## src/rtl/core/stt_pkg.sv

```systemverilog
// Package for the source text tokenizer: token kinds, character codes,
// result entry type and the keyword lookup. No dependencies.
package stt_pkg;

	// Token kinds, in enumeration order.
	localparam logic [4:0] K_ADD     = 5'd0;
	localparam logic [4:0] K_SUB     = 5'd1;
	localparam logic [4:0] K_MUL     = 5'd2;
	localparam logic [4:0] K_DIV     = 5'd3;
	localparam logic [4:0] K_ASSIGN  = 5'd4;
	localparam logic [4:0] K_SEMI    = 5'd5;
	localparam logic [4:0] K_LPAREN  = 5'd6;
	localparam logic [4:0] K_RPAREN  = 5'd7;
	localparam logic [4:0] K_LBRACE  = 5'd8;
	localparam logic [4:0] K_RBRACE  = 5'd9;
	localparam logic [4:0] K_ID      = 5'd10;
	localparam logic [4:0] K_PRINT   = 5'd11;
	localparam logic [4:0] K_IF      = 5'd12;
	localparam logic [4:0] K_WHILE   = 5'd13;
	localparam logic [4:0] K_FOR     = 5'd14;
	localparam logic [4:0] K_INT     = 5'd15;
	localparam logic [4:0] K_DOUBLE  = 5'd16;
	localparam logic [4:0] K_STRING  = 5'd17;
	localparam logic [4:0] K_MAGIC   = 5'd18;
	localparam logic [4:0] K_UNKNOWN = 5'd19;
	localparam logic [4:0] K_ELSE    = 5'd20;
	localparam logic [4:0] K_QUOTE   = 5'd21;
	localparam logic [4:0] K_LTHEN   = 5'd22;
	localparam logic [4:0] K_GTHEN   = 5'd23;
	localparam logic [4:0] K_TEXT    = 5'd24;
	localparam logic [4:0] K_EQ      = 5'd25;
	localparam logic [4:0] K_NEQ     = 5'd26;
	localparam logic [4:0] K_LTE     = 5'd27;
	localparam logic [4:0] K_GTE     = 5'd28;
	localparam logic [4:0] K_COMMA   = 5'd29;
	localparam logic [4:0] KIND_MAX  = K_COMMA;

	// Character codes.
	localparam logic [7:0] CH_NUL    = 8'h00;
	localparam logic [7:0] CH_TAB    = 8'h09;
	localparam logic [7:0] CH_LF     = 8'h0A;
	localparam logic [7:0] CH_CR     = 8'h0D;
	localparam logic [7:0] CH_SPACE  = 8'h20;
	localparam logic [7:0] CH_BANG   = 8'h21;
	localparam logic [7:0] CH_QUOTE  = 8'h22;
	localparam logic [7:0] CH_HASH   = 8'h23;
	localparam logic [7:0] CH_DOLLAR = 8'h24;
	localparam logic [7:0] CH_LPAREN = 8'h28;
	localparam logic [7:0] CH_RPAREN = 8'h29;
	localparam logic [7:0] CH_COMMA  = 8'h2C;
	localparam logic [7:0] CH_0      = 8'h30;
	localparam logic [7:0] CH_9      = 8'h39;
	localparam logic [7:0] CH_SEMI   = 8'h3B;
	localparam logic [7:0] CH_LT     = 8'h3C;
	localparam logic [7:0] CH_EQ     = 8'h3D;
	localparam logic [7:0] CH_GT     = 8'h3E;
	localparam logic [7:0] CH_AT     = 8'h40;
	localparam logic [7:0] CH_UC_A   = 8'h41;
	localparam logic [7:0] CH_UC_Z   = 8'h5A;
	localparam logic [7:0] CH_UNDER  = 8'h5F;
	localparam logic [7:0] CH_LC_A   = 8'h61;
	localparam logic [7:0] CH_LC_Z   = 8'h7A;
	localparam logic [7:0] CH_LBRACE = 8'h7B;
	localparam logic [7:0] CH_RBRACE = 8'h7D;
	localparam logic [7:0] CH_TILDE  = 8'h7E;

	// Output field widths and limits.
	localparam int KIND_W  = 5;
	localparam int LINE_W  = 16;
	localparam int START_W = 24;
	localparam int LEN_W   = 16;
	localparam int TDATA_W = 64;
	localparam logic [LEN_W-1:0]  LEN_MAX      = '1;
	localparam logic [LINE_W-1:0] LINE_OUT_MAX = '1;

	// Keyword spellings, first character in the high byte.
	localparam logic [39:0] KW_PRINT  = 40'h7072696E74;
	localparam logic [39:0] KW_ETE    = 40'h0000657465;
	localparam logic [39:0] KW_KAM    = 40'h00006B616D;
	localparam logic [39:0] KW_WHILE  = 40'h7768696C65;
	localparam logic [39:0] KW_FOR    = 40'h0000666F72;
	localparam logic [39:0] KW_TIV    = 40'h0000746976;
	localparam logic [39:0] KW_SAHOX  = 40'h7361686F78;
	localparam logic [39:0] KW_TOX    = 40'h0000746F78;

	// Output FIFO geometry.
	localparam int FIFO_DEPTH = 4;
	localparam int FIFO_AW    = 2;

	typedef struct packed {
		logic              last;
		logic [LEN_W-1:0]   len;
		logic [START_W-1:0] start;
		logic [LINE_W-1:0]  line;
		logic [KIND_W-1:0]  kind;
	} result_t;

	// Identifier of known length whose captured bytes are in word.
	function automatic logic [4:0] keyword_kind(input logic [39:0] word,
			input logic [3:0] len);
		logic [4:0] k;
		k = K_ID;
		if (len == 4'd5) begin
			if (word == KW_PRINT) k = K_PRINT;
			if (word == KW_WHILE) k = K_WHILE;
			if (word == KW_SAHOX) k = K_DOUBLE;
		end
		if (len == 4'd3) begin
			if (word == KW_ETE) k = K_IF;
			if (word == KW_KAM) k = K_ELSE;
			if (word == KW_FOR) k = K_FOR;
			if (word == KW_TIV) k = K_INT;
			if (word == KW_TOX) k = K_STRING;
		end
		return k;
	endfunction

endpackage

```

## src/rtl/core/source_text_tokenizer.sv

```systemverilog
// Source text tokenizer top level: byte input register, scan state and
// token FIFO. Depends on stt_pkg.
//
// Usage:
//   s_* channel carries one source byte per transfer; byte 0 ends the text,
//   flushes the open token and returns the scanner to its reset state.
//   m_* channel carries one token per transfer: kind, line, start offset and
//   length in m_tdata, and m_tlast on the last token caused by a byte.
// A token that a byte causes goes through the input register, then the scan
//   step writes it into the FIFO, from which it is offered on m_*.
// Throughput: one byte per cycle while each byte gives at most one token and
//   the FIFO has room; a byte that gives two tokens sends both over the single
//   m_* port, so the sustained rate is set by the tokens per byte on that port.
// The input register and a four-entry token FIFO part the two sides: a
//   byte is scanned only while the FIFO has room for two tokens, so a
//   stalled receiver backs pressure up to s_tready without losing tokens.
// Reset (arst_n low) clears the scan state, line and offset counters,
//   the input register's valid bit and the FIFO pointers and count.
module source_text_tokenizer
	import stt_pkg::*;
#(
	parameter int KEYWORD_CHARS = 5,
	parameter int OFFSET_BITS   = 24,
	parameter int LINE_BITS     = 16
) (
	input  logic               clk,
	input  logic               arst_n,
	input  logic               s_tvalid,
	output logic               s_tready,
	input  logic [7:0]         s_tdata,   // [7:0] text_byte
	output logic               m_tvalid,
	input  logic               m_tready,
	output logic [TDATA_W-1:0] m_tdata,   // [4:0] token_kind, [20:5] line_number,
	                                      // [44:21] token_start, [60:45] token_length,
	                                      // [63:61] zero
	output logic               m_tlast    // last_of_run
);

	localparam int KW_BITS = 8 * KEYWORD_CHARS;
	localparam int LX_W = (LINE_BITS > LINE_W) ? LINE_BITS : LINE_W;
	localparam int OX_W = (OFFSET_BITS > START_W) ? OFFSET_BITS : START_W;

	// Scan modes.
	localparam logic [2:0] MODE_IDLE   = 3'd0;
	localparam logic [2:0] MODE_SYMBOL = 3'd1;
	localparam logic [2:0] MODE_IDENT  = 3'd2;
	localparam logic [2:0] MODE_NUMBER = 3'd3;
	localparam logic [2:0] MODE_STRING = 3'd4;

	// Input register.
	logic       valid_s1;
	logic [7:0] byte_s1;

	// Scan state.
	logic [2:0]             mode_q, mode_n;
	logic [7:0]             pend_q, pend_n;
	logic [OFFSET_BITS-1:0] begin_q, begin_n;
	logic [LEN_W-1:0]       run_q, run_n;
	logic [LINE_BITS-1:0]   line_q, line_n;
	logic [OFFSET_BITS-1:0] pos_q, pos_n;
	logic [KW_BITS-1:0]     cap_q, cap_n;

	// Token FIFO.
	result_t              fifo_q [FIFO_DEPTH];
	logic [FIFO_AW-1:0]   wr_ptr_q, rd_ptr_q;
	logic [FIFO_AW:0]     count_q;

	logic fire;
	logic pop;

	// Flush of the open token and the token of the current byte.
	logic             a_v, b_v, go_idle;
	logic             flush_v;
	logic [4:0]       flush_kind, b_kind;
	logic [OFFSET_BITS-1:0] flush_start, b_start;
	logic [LEN_W-1:0] flush_len, b_len;
	logic [LEN_W-1:0] run_grow;
	logic [4:0]       ident_kind, single_kind, double_kind;
	logic             is_digit, is_alpha;
	logic [LINE_W-1:0] line_out;
	logic [LX_W-1:0]   line_ext;
	result_t          res_a, res_b, res0, res1;
	logic [1:0]       push_n;

	function automatic logic [START_W-1:0] start_field(input logic [OFFSET_BITS-1:0] v);
		logic [OX_W-1:0] ext;
		ext = OX_W'(v);
		return ext[START_W-1:0];
	endfunction

	// Scan a byte only while the FIFO can take two tokens.
	assign fire     = valid_s1 && (count_q <= (FIFO_AW + 1)'(FIFO_DEPTH - 2));
	assign s_tready = !valid_s1 || fire;
	assign m_tvalid = (count_q != '0);
	assign pop      = m_tvalid && m_tready;

	always_ff @(posedge clk or negedge arst_n) begin
		if (!arst_n) begin
			valid_s1 <= 1'b0;
		end else if (s_tvalid && s_tready) begin
			valid_s1 <= 1'b1;
		end else if (fire) begin
			valid_s1 <= 1'b0;
		end
	end

	always_ff @(posedge clk) begin
		if (s_tvalid && s_tready) begin
			byte_s1 <= s_tdata;
		end
	end

	assign is_digit = (byte_s1 >= CH_0) && (byte_s1 <= CH_9);
	assign is_alpha = ((byte_s1 >= CH_UC_A) && (byte_s1 <= CH_UC_Z)) ||
	                  ((byte_s1 >= CH_LC_A) && (byte_s1 <= CH_LC_Z)) ||
	                  (byte_s1 == CH_UNDER);
	assign run_grow = (run_q == LEN_MAX) ? LEN_MAX : run_q + 1'b1;

	// Keyword match needs an exact length and nothing above the low five bytes.
	always_comb begin
		ident_kind = K_ID;
		if ((run_q <= LEN_W'(KEYWORD_CHARS)) && ((cap_q >> 40) == '0)) begin
			ident_kind = keyword_kind(cap_q[39:0], run_q[3:0]);
		end
	end

	always_comb begin
		case (pend_q)
			CH_EQ:   single_kind = K_ASSIGN;
			CH_LT:   single_kind = K_LTHEN;
			CH_GT:   single_kind = K_GTHEN;
			default: single_kind = K_UNKNOWN;
		endcase
		case (pend_q)
			CH_EQ:   double_kind = K_EQ;
			CH_BANG: double_kind = K_NEQ;
			CH_LT:   double_kind = K_LTE;
			default: double_kind = K_GTE;
		endcase
	end

	// What the open token emits if it ends here.
	always_comb begin
		flush_v     = 1'b0;
		flush_kind  = K_ID;
		flush_start = begin_q;
		flush_len   = run_q;
		unique case (mode_q)
			MODE_SYMBOL: begin
				flush_v    = 1'b1;
				flush_kind = single_kind;
				flush_len  = LEN_W'(1);
			end
			MODE_IDENT: begin
				flush_v    = 1'b1;
				flush_kind = ident_kind;
			end
			MODE_NUMBER: begin
				flush_v    = 1'b1;
				flush_kind = K_MAGIC;
			end
			MODE_STRING: begin
				flush_v    = (run_q != '0);
				flush_kind = K_TEXT;
			end
			default: ;
		endcase
	end

	// One scan step on the registered byte.
	always_comb begin
		mode_n  = mode_q;
		pend_n  = pend_q;
		begin_n = begin_q;
		run_n   = run_q;
		line_n  = line_q;
		pos_n   = pos_q;
		cap_n   = cap_q;
		a_v     = 1'b0;
		b_v     = 1'b0;
		b_kind  = K_UNKNOWN;
		b_start = pos_q;
		b_len   = LEN_W'(1);
		go_idle = 1'b0;

		if (byte_s1 == CH_NUL) begin
			// End of text: flush, then back to the reset state.
			a_v     = flush_v;
			mode_n  = MODE_IDLE;
			pend_n  = '0;
			begin_n = '0;
			run_n   = '0;
			line_n  = '0;
			pos_n   = '0;
			cap_n   = '0;
		end else begin
			pos_n = pos_q + 1'b1;
			unique case (mode_q)
				MODE_STRING: begin
					if (byte_s1 == CH_QUOTE) begin
						a_v    = flush_v;
						b_v    = 1'b1;
						b_kind = K_QUOTE;
						mode_n = MODE_IDLE;
					end else begin
						run_n = run_grow;
					end
				end
				MODE_SYMBOL: begin
					if (byte_s1 == CH_EQ) begin
						b_v     = 1'b1;
						b_kind  = double_kind;
						b_start = begin_q;
						b_len   = LEN_W'(2);
						mode_n  = MODE_IDLE;
					end else begin
						a_v     = flush_v;
						go_idle = 1'b1;
					end
				end
				MODE_IDENT: begin
					if (is_alpha || is_digit) begin
						if (run_q < LEN_W'(KEYWORD_CHARS)) begin
							cap_n = {cap_q[KW_BITS-9:0], byte_s1};
						end
						run_n = run_grow;
					end else begin
						a_v     = flush_v;
						go_idle = 1'b1;
					end
				end
				MODE_NUMBER: begin
					if (is_digit) begin
						run_n = run_grow;
					end else begin
						a_v     = flush_v;
						go_idle = 1'b1;
					end
				end
				default: go_idle = 1'b1;
			endcase

			if (go_idle) begin
				mode_n = MODE_IDLE;
				case (byte_s1) inside
					CH_SPACE, CH_TAB, CH_CR: ;
					CH_LF: begin
						if (line_q != '1) begin
							line_n = line_q + 1'b1;
						end
					end
					CH_EQ, CH_BANG, CH_LT, CH_GT: begin
						mode_n  = MODE_SYMBOL;
						pend_n  = byte_s1;
						begin_n = pos_q;
					end
					CH_COMMA:  begin b_v = 1'b1; b_kind = K_COMMA;  end
					CH_SEMI:   begin b_v = 1'b1; b_kind = K_SEMI;   end
					CH_LPAREN: begin b_v = 1'b1; b_kind = K_LPAREN; end
					CH_RPAREN: begin b_v = 1'b1; b_kind = K_RPAREN; end
					CH_LBRACE: begin b_v = 1'b1; b_kind = K_LBRACE; end
					CH_RBRACE: begin b_v = 1'b1; b_kind = K_RBRACE; end
					CH_DOLLAR: begin b_v = 1'b1; b_kind = K_ADD;    end
					CH_TILDE:  begin b_v = 1'b1; b_kind = K_SUB;    end
					CH_HASH:   begin b_v = 1'b1; b_kind = K_MUL;    end
					CH_AT:     begin b_v = 1'b1; b_kind = K_DIV;    end
					CH_QUOTE: begin
						// Opening quote; content starts at the next byte.
						b_v     = 1'b1;
						b_kind  = K_QUOTE;
						mode_n  = MODE_STRING;
						run_n   = '0;
						begin_n = pos_q + 1'b1;
					end
					[CH_0:CH_9]: begin
						mode_n  = MODE_NUMBER;
						begin_n = pos_q;
						run_n   = LEN_W'(1);
					end
					[CH_UC_A:CH_UC_Z], [CH_LC_A:CH_LC_Z], CH_UNDER: begin
						mode_n  = MODE_IDENT;
						begin_n = pos_q;
						run_n   = LEN_W'(1);
						cap_n   = KW_BITS'(byte_s1);
					end
					default: begin
						b_v    = 1'b1;
						b_kind = K_UNKNOWN;
					end
				endcase
			end
		end
	end

	// Every token of this byte reports the line before any newline in it.
	assign line_ext = LX_W'(line_q);
	assign line_out = (line_ext > LX_W'(LINE_OUT_MAX)) ? LINE_OUT_MAX : line_ext[LINE_W-1:0];

	always_comb begin
		res_a.kind  = flush_kind;
		res_a.line  = line_out;
		res_a.start = start_field(flush_start);
		res_a.len   = flush_len;
		res_a.last  = !b_v;
		res_b.kind  = b_kind;
		res_b.line  = line_out;
		res_b.start = start_field(b_start);
		res_b.len   = b_len;
		res_b.last  = 1'b1;
		res0        = a_v ? res_a : res_b;
		res1        = res_b;
		push_n      = {1'b0, a_v} + {1'b0, b_v};
	end

	// Commit the scan step.
	always_ff @(posedge clk or negedge arst_n) begin
		if (!arst_n) begin
			mode_q  <= MODE_IDLE;
			pend_q  <= '0;
			begin_q <= '0;
			run_q   <= '0;
			line_q  <= '0;
			pos_q   <= '0;
			cap_q   <= '0;
		end else if (fire) begin
			mode_q  <= mode_n;
			pend_q  <= pend_n;
			begin_q <= begin_n;
			run_q   <= run_n;
			line_q  <= line_n;
			pos_q   <= pos_n;
			cap_q   <= cap_n;
		end
	end

	// FIFO storage: up to two writes per step, in token order.
	always_ff @(posedge clk) begin
		if (fire && (push_n != 2'd0)) begin
			fifo_q[wr_ptr_q] <= res0;
		end
		if (fire && (push_n == 2'd2)) begin
			fifo_q[wr_ptr_q + 1'b1] <= res1;
		end
	end

	always_ff @(posedge clk or negedge arst_n) begin
		if (!arst_n) begin
			wr_ptr_q <= '0;
			rd_ptr_q <= '0;
			count_q  <= '0;
		end else begin
			if (fire) begin
				wr_ptr_q <= wr_ptr_q + FIFO_AW'(push_n);
			end
			if (pop) begin
				rd_ptr_q <= rd_ptr_q + 1'b1;
			end
			count_q <= count_q + (FIFO_AW + 1)'(fire ? push_n : 2'd0)
			           - (FIFO_AW + 1)'(pop);
		end
	end

	always_comb begin
		result_t head;
		head    = fifo_q[rd_ptr_q];
		m_tdata = {{(TDATA_W - KIND_W - LINE_W - START_W - LEN_W){1'b0}},
		           head.len, head.start, head.line, head.kind};
		m_tlast = head.last;
	end

endmodule

```

## config.mk

```make
export PLATFORM = sky130hd
export DESIGN_NAME = source_text_tokenizer
export DESIGN_NICKNAME = d
export VERILOG_FILES = /design/src/rtl/core/stt_pkg.sv /design/src/rtl/core/source_text_tokenizer.sv
export SDC_FILE = /design/constraint.sdc
export NUM_CORES = 1
export LEC_CHECK = 0
export BUFFER_PORTS_ARGS = -buffer_cell sky130_fd_sc_hd__buf_4
export CELL_PAD_IN_SITES_DETAIL_PLACEMENT = 0
export CELL_PAD_IN_SITES_GLOBAL_PLACEMENT = 1
export CORE_MARGIN = 2
export CORE_UTILIZATION = 51
export CTS_CLUSTER_SIZE = 40
export DETAILED_ROUTE_END_ITERATION = 12
export GPL_TIMING_DRIVEN = 1
export PLACE_DENSITY_LB_ADDON = 0.25
export SETUP_SLACK_MARGIN = 0.15
export SYNTH_ARGS = -nofsm -noshare
export SYNTH_HDL_FRONTEND = slang
export SYNTH_SLANG_ARGS = --single-unit
```

## constraint.sdc

```tcl
create_clock -name clk -period 5.7 [get_ports clk]
set_input_delay 0.285 -clock clk [delete_from_list [all_inputs] [get_ports clk]]
set_output_delay 0.285 -clock clk [all_outputs]
set_load 0.02 [all_outputs]
```

# Yosys cells after proc, flatten, opt, wreduce, memory -nomap -nowiden

Memories as Yosys holds them, arrays and structs flattened.
Index checks and enable logic that the tools add are counted.

Bits in registers: 147
Bits in writable memories: 248
Bits of input ports: 12
Output and inout port bits: 67
Logic and storage cells: 298
Memories: 1

Memory list:

| memory | depth | width | read ports | clocked after Yosys merged registers in | write ports | line                        | source |
|---|---|---|---|---|---|---|---|
| fifo_q | 4     | 62    | 1          | 0                                       | 2           | source_text_tokenizer.sv:64 | `result_t fifo_q [FIFO_DEPTH];` |

$add $sub $neg: 9
Magnitude comparators: 10
Equal/unequal tests: 55
Muxes and demuxes: 178
Reductions and logical operators: 33

Operator list:

| kind                  | count |
|---|---|
| $mux 40               | 21 |
| $mux 24               | 22 |
| $mux 16               | 31 |
| $eq 40x23->1 const B  | 5 |
| $mux 5                | 27 |
| $eq 8x6->1 const B    | 16 |
| $eq 40x39->1 const B  | 3 |
| $mux 62               | 1 |
| $mux 3                | 20 |
| $pmux 16 s3           | 1 |
| $eq 8x7->1 const B    | 5 |
| $mux 8                | 5 |
| $mux 1                | 36 |
| $add 16x1->16 const B | 2 |
| $ne 3x2->1 const B    | 10 |
| $add 24x1->24 const B | 1 |
| $eq 8x4->1 const B    | 3 |
| $pmux 5 s4            | 1 |
| $eq 16x16->1 const B  | 1 |
| $ge 8x7->1 const B    | 2 |
| $gt 16x16->1 const B  | 1 |
| $le 16x3->1 const B   | 1 |
| $le 8x7->1 const B    | 2 |
| $lt 16x3->1 const B   | 1 |
| 39 further kinds      | 67 |

# Depth between registers and ports, before layout

Word-level depth: 26
Mapped depth: 18
Mapped depth without buffers: 15

# Worst setup path before layout

OpenSTA, ideal clock, no wires.

Path kind: reg2reg
Start: reg byte_s1[2]
End: mem fifo_q[2][0] (netlist bit), enable pin
Library setup time: 426 ps
Data arrival time: 4435 ps
Data required time: 5274 ps
Path slack: 839 ps
Cell stages (with the launch flop): 15
Path buffers: 4
Clock period less this slack: 4861 ps
Cell sequence: edfxtp_1 > or4b_4 > nor4_4 > nand2_1 > a32o_1 > buf_6 > inv_6 > buf_8 > ha_1 > clkbuf_1 > nand3_1 > nor2_1 > nor2_1 > inv_1 > clkbuf_1

RTL lines:

| element                | line                         | source |
|---|---|---|
| start, declared        | source_text_tokenizer.sv:52  | `logic [7:0] byte_s1;` |
| start signal, assigned | source_text_tokenizer.sv:109 | `byte_s1 <= s_tdata;` |
| end, declared          | source_text_tokenizer.sv:64  |  |

==> impl_metrics.csv <==
group,metric,value,unit
clock_network,postCtsSetupRepairBufs,0,
placement,port_buffers,75,
pwr,p_int,6110,uW
detailed_routing,ant_nets,0,
pwr,p_leak,0.00798,uW
layout,seq_area,10600,sq um
synth,yosys.area.top_type,"edfxtp_1",
synth,async_flop_share,35.2,%
flow_run,maxCapViolations,0,
global_routing,grt_pass1_wl,77.9,mm
clock_network,cts_made_buffers,42,
critical_path,r2r-end,"fifo_q[2][38]",
global_routing,grt_max_degree,112,
placement,place_inst,2098,
layout,num-fill-cells,3062,
layout,mostFrequentLayoutCells,"edfxtp_1, nand2_1, dfrtp_1, a22o_1, a32o_1",
synth,ys_ff_latch,395,
floorplanning,ioPinCount,79,
hold_path,hold_start,"s_tvalid",
detailed_routing,drt_iter0_markers,1242,
layout,multiInputGateArea,8100,sq um
timing,slew_headroom,22.7,%
synth,ys_top_cells_by_area,"edfxtp_1, dfrtp_1, mux4_2",
synth,synthFlopType,"edfxtp_1",
critical_path,rrSetupSlack,930,ps
floorplanning,die_area,39700,sq um
critical_path,r2r-start,"byte_s1[0]",
clock_network,cts_tree,"built",
layout,fin_area,21700,sq um
layout,area_delta_synth_final,11.6,%
critical_path,cp.arrival,5020,ps
pwr,combPwrFrac,29.5,%
critical_path,crit_fanout,32,
pwr,seqPwrFrac,41.5,%
timing,rsz0062_at_grt,"false",
timing,worstMarginPinSlew,1160,ps
pwr,clkPwrFrac,29.1,%
layout,drive_gt1_share,16.7,%
global_routing,grt_util_all_layers,25.6,%
clock_network,cts_root_buffer,"clkbuf_16",
pwr,vdd_ir_drop_max,248,uV
detailed_routing,route.detailed.drc,0,
critical_path,start_kind,"flip-flop",
synth,yosysWarnings,0,
layout,instances_no_fill,2183,
global_routing,grt_util_met3,3.93,%
placement,gp_congestion,0.874,
critical_path,critical_path.cell_chain,"or4b_4 -> nor4_4 -> buf_4 -> nand2_1 -> a32o_1 -> inv_6 -> ha_1 -> nand3_1 -> nor2_1 -> nor2_1 -> buf_4 -> inv_2 -> buf_12",
global_routing,grt_pass1_vias,13400,
timing,setup_viol,0,
hold_path,hold_class,"primary input to flip-flop",
global_routing,met1_usage,37.0,%
clock_network,clock_latency,560,ps
critical_path,critPathMaxStageDelay,680,ps
critical_path,r2r_cells,13,
pwr,swShare,34.7,%
timing,fin_crit,4770,ps
floorplanning,core_area,37600,sq um
detailed_routing,routedWlPerCell,22.8,um
synth,synth_edf_count,196,
synth,syn_area,19400,sq um
synth,synth.yosys.seq_area_share,54.4,%
detailed_routing,routed_via_density,6.36,
layout,layout_commonest_cell,"edfxtp_1",
hold_path,hold_depth,2,
floorplanning,die_w,199,um
layout,layout.nets,1665,
timing,tns,0,ps
floorplanning,start_util,51.7,%
synth,ys_types,82,
clock_network,clock_sinks,395,
placement,dp_hpwl,31.2,mm
clock_network,cts_buffer_depth,3,
clock_network,cts.clk_slew.worst_paths,60,ps
pwr,power.density,432,nW/um^2
status,status,"finished, final reports clean",
timing,min_period_over_period,83.8,%
hold_path,whs_endpoint,"valid_s1",
detailed_routing,wl,49.9,mm
synth,syn_avg_cell_area,11.9,sq um
timing,hold_violations,0,
global_routing,busiest_layer,"met2",
critical_path,critPathSlowestCell,"edfxtp_1",
layout,antenna_cells,0,
clock_network,h-tree-depth,2,
pwr,power_switching,3250,uW
timing,fmax,209,MHz
global_routing,grt_antenna_before_repair,0,
synth,yosys.area.top_type_share,30.3,%
timing,clock_skew,11.0,ps
floorplanning,die_h,199,um
timing,maxSlewViolCount,0,
floorplanning,rows,71,
detailed_routing,drt_pass1_iterations,5,
placement,place_area,20200,sq um
detailed_routing,via_count,13900,
synth,syn_inst,1630,
global_routing,grt_overflow,0,
critical_path,crit_required,5940,ps
critical_path,path_class,"flip-flop to flip-flop",
critical_path,worstSetupEndpointType,"flip-flop",
global_routing,met2_usage,39.9,%
==> timing repair <==
action                                 CTS  global route
hold buffers                             9             0
gates resized for setup                  0             0
setup endpoints to repair                0             0
endpoints found under the hold margin   87             0
==> through the flow <==
stage / utilization, % / power, uW / setup WS [ps] / hold slack [ps]
after floorplan: - / 5660 / 839 / -10.6
after global placement: 53.8 / 6670 / 1080 / 411
after detailed placement: 53.8 / 6690 / 991 / 417
after CTS: 57.7 / 9430 / 976 / 24.4
after global routing: 57.7 / 9800 / 543 / 38.1
final: 57.7 / 9360 / 925 / 61.4
==> worst max-delay path, delay by kind of cell, from the launching register on <==
kind / cells / cell delay, ps
buffers and inverters: 5 / 1470
and+or+nand+nor: 6 / 1400
DFF: 1 / 680
AOI/OAI and AO/OA: 1 / 460
adders and majority gates: 1 / 380
==> metal layers <==
metal,up-vias,wire length [um],part of all wire (%)
met2,510,23200,47
met4,0,1060,2.1
met1,6969,22100,44
met3,72,3510,7.0
met5,-,0,0
li1,6325,-,-
==> synth_stat cells, types with 5 or more instances <==
master,number
nand2_1,142
mux4_2,62
and3_1,21
o21ai_0,82
inv_1,21
nor4_1,11
a211oi_1,5
nand3_1,38
ha_1,12
a31oi_1,13
dfrtp_1,139
nor2b_1,24
o31ai_1,31
edfxtp_1,196
a32o_1,99
nor4bb_1,5
clkbuf_1,97
a22o_1,103
or3_1,8
buf_4,9
and2_1,63
buf_6,9
nand2b_1,13
dfxtp_1,60
a21oi_1,39
xnor2_1,12
buf_2,19
o22ai_1,16
nand4_1,29
nor2_1,82
buf_1,12
xor2_1,32
or2_2,6
nor3_1,16
or4_1,5
==> worst max-delay path by stage <==
stage               startpoint             to  slack, ps
floorplan           byte_s1[2]   fifo_q[2][0]        840
global placement    byte_s1[0]  fifo_q[2][38]       1080
detailed placement  byte_s1[0]  fifo_q[2][39]        990
CTS                 byte_s1[0]  fifo_q[2][39]        980
global route        byte_s1[0]   fifo_q[2][4]        540
finish              byte_s1[0]  fifo_q[2][38]        930
==> final cells by class <==
cell class / count / share of cell area (%)
clock buffers: 60 / 5.69
repair buffers: 111 / 4.19
inverters: 22 / 0.404
well taps: 511 / 2.95
flip-flops and latches: 395 / 48.7
clock inverters: 16 / 0.646
multi-input cells: 1068 / 37.4
==> state kept, by name (all words and copies together) (netlist names) <==
register	count
byte_s1	8
rd_ptr_q	2
pend_q	8
cap_q	40
begin_q	24
valid_s1	1
mode_q	3
line_ext	16
run_q	16
pos_q	24
count_q	3
wr_ptr_q	2
fifo_q	248
==> kinds of logic after synthesis <==
kind of cell	share of synthesized area [%]
DFF	54.4
other	0.0193
and+or+nand+nor	13.6
muxes	7.52
AOI/OAI and AO/OA	17.6
xor gates and xnor gates	1.98
buffers and inverters	3.99
adders and majority gates	0.876
==> power groups by stage <==
stage          clock network, uW  logic, uW  registers, uW
2_1_floorplan                  0       2050           3610
3_3_place_gp                   0       2750           3920
3_5_place_dp                   0       2760           3940
4_1_cts                     2780       2770           3880
5_1_grt                     2900       2960           3950
6_report                    2720       2760           3880
Note: power is estimated with default switching activity, not from simulation.
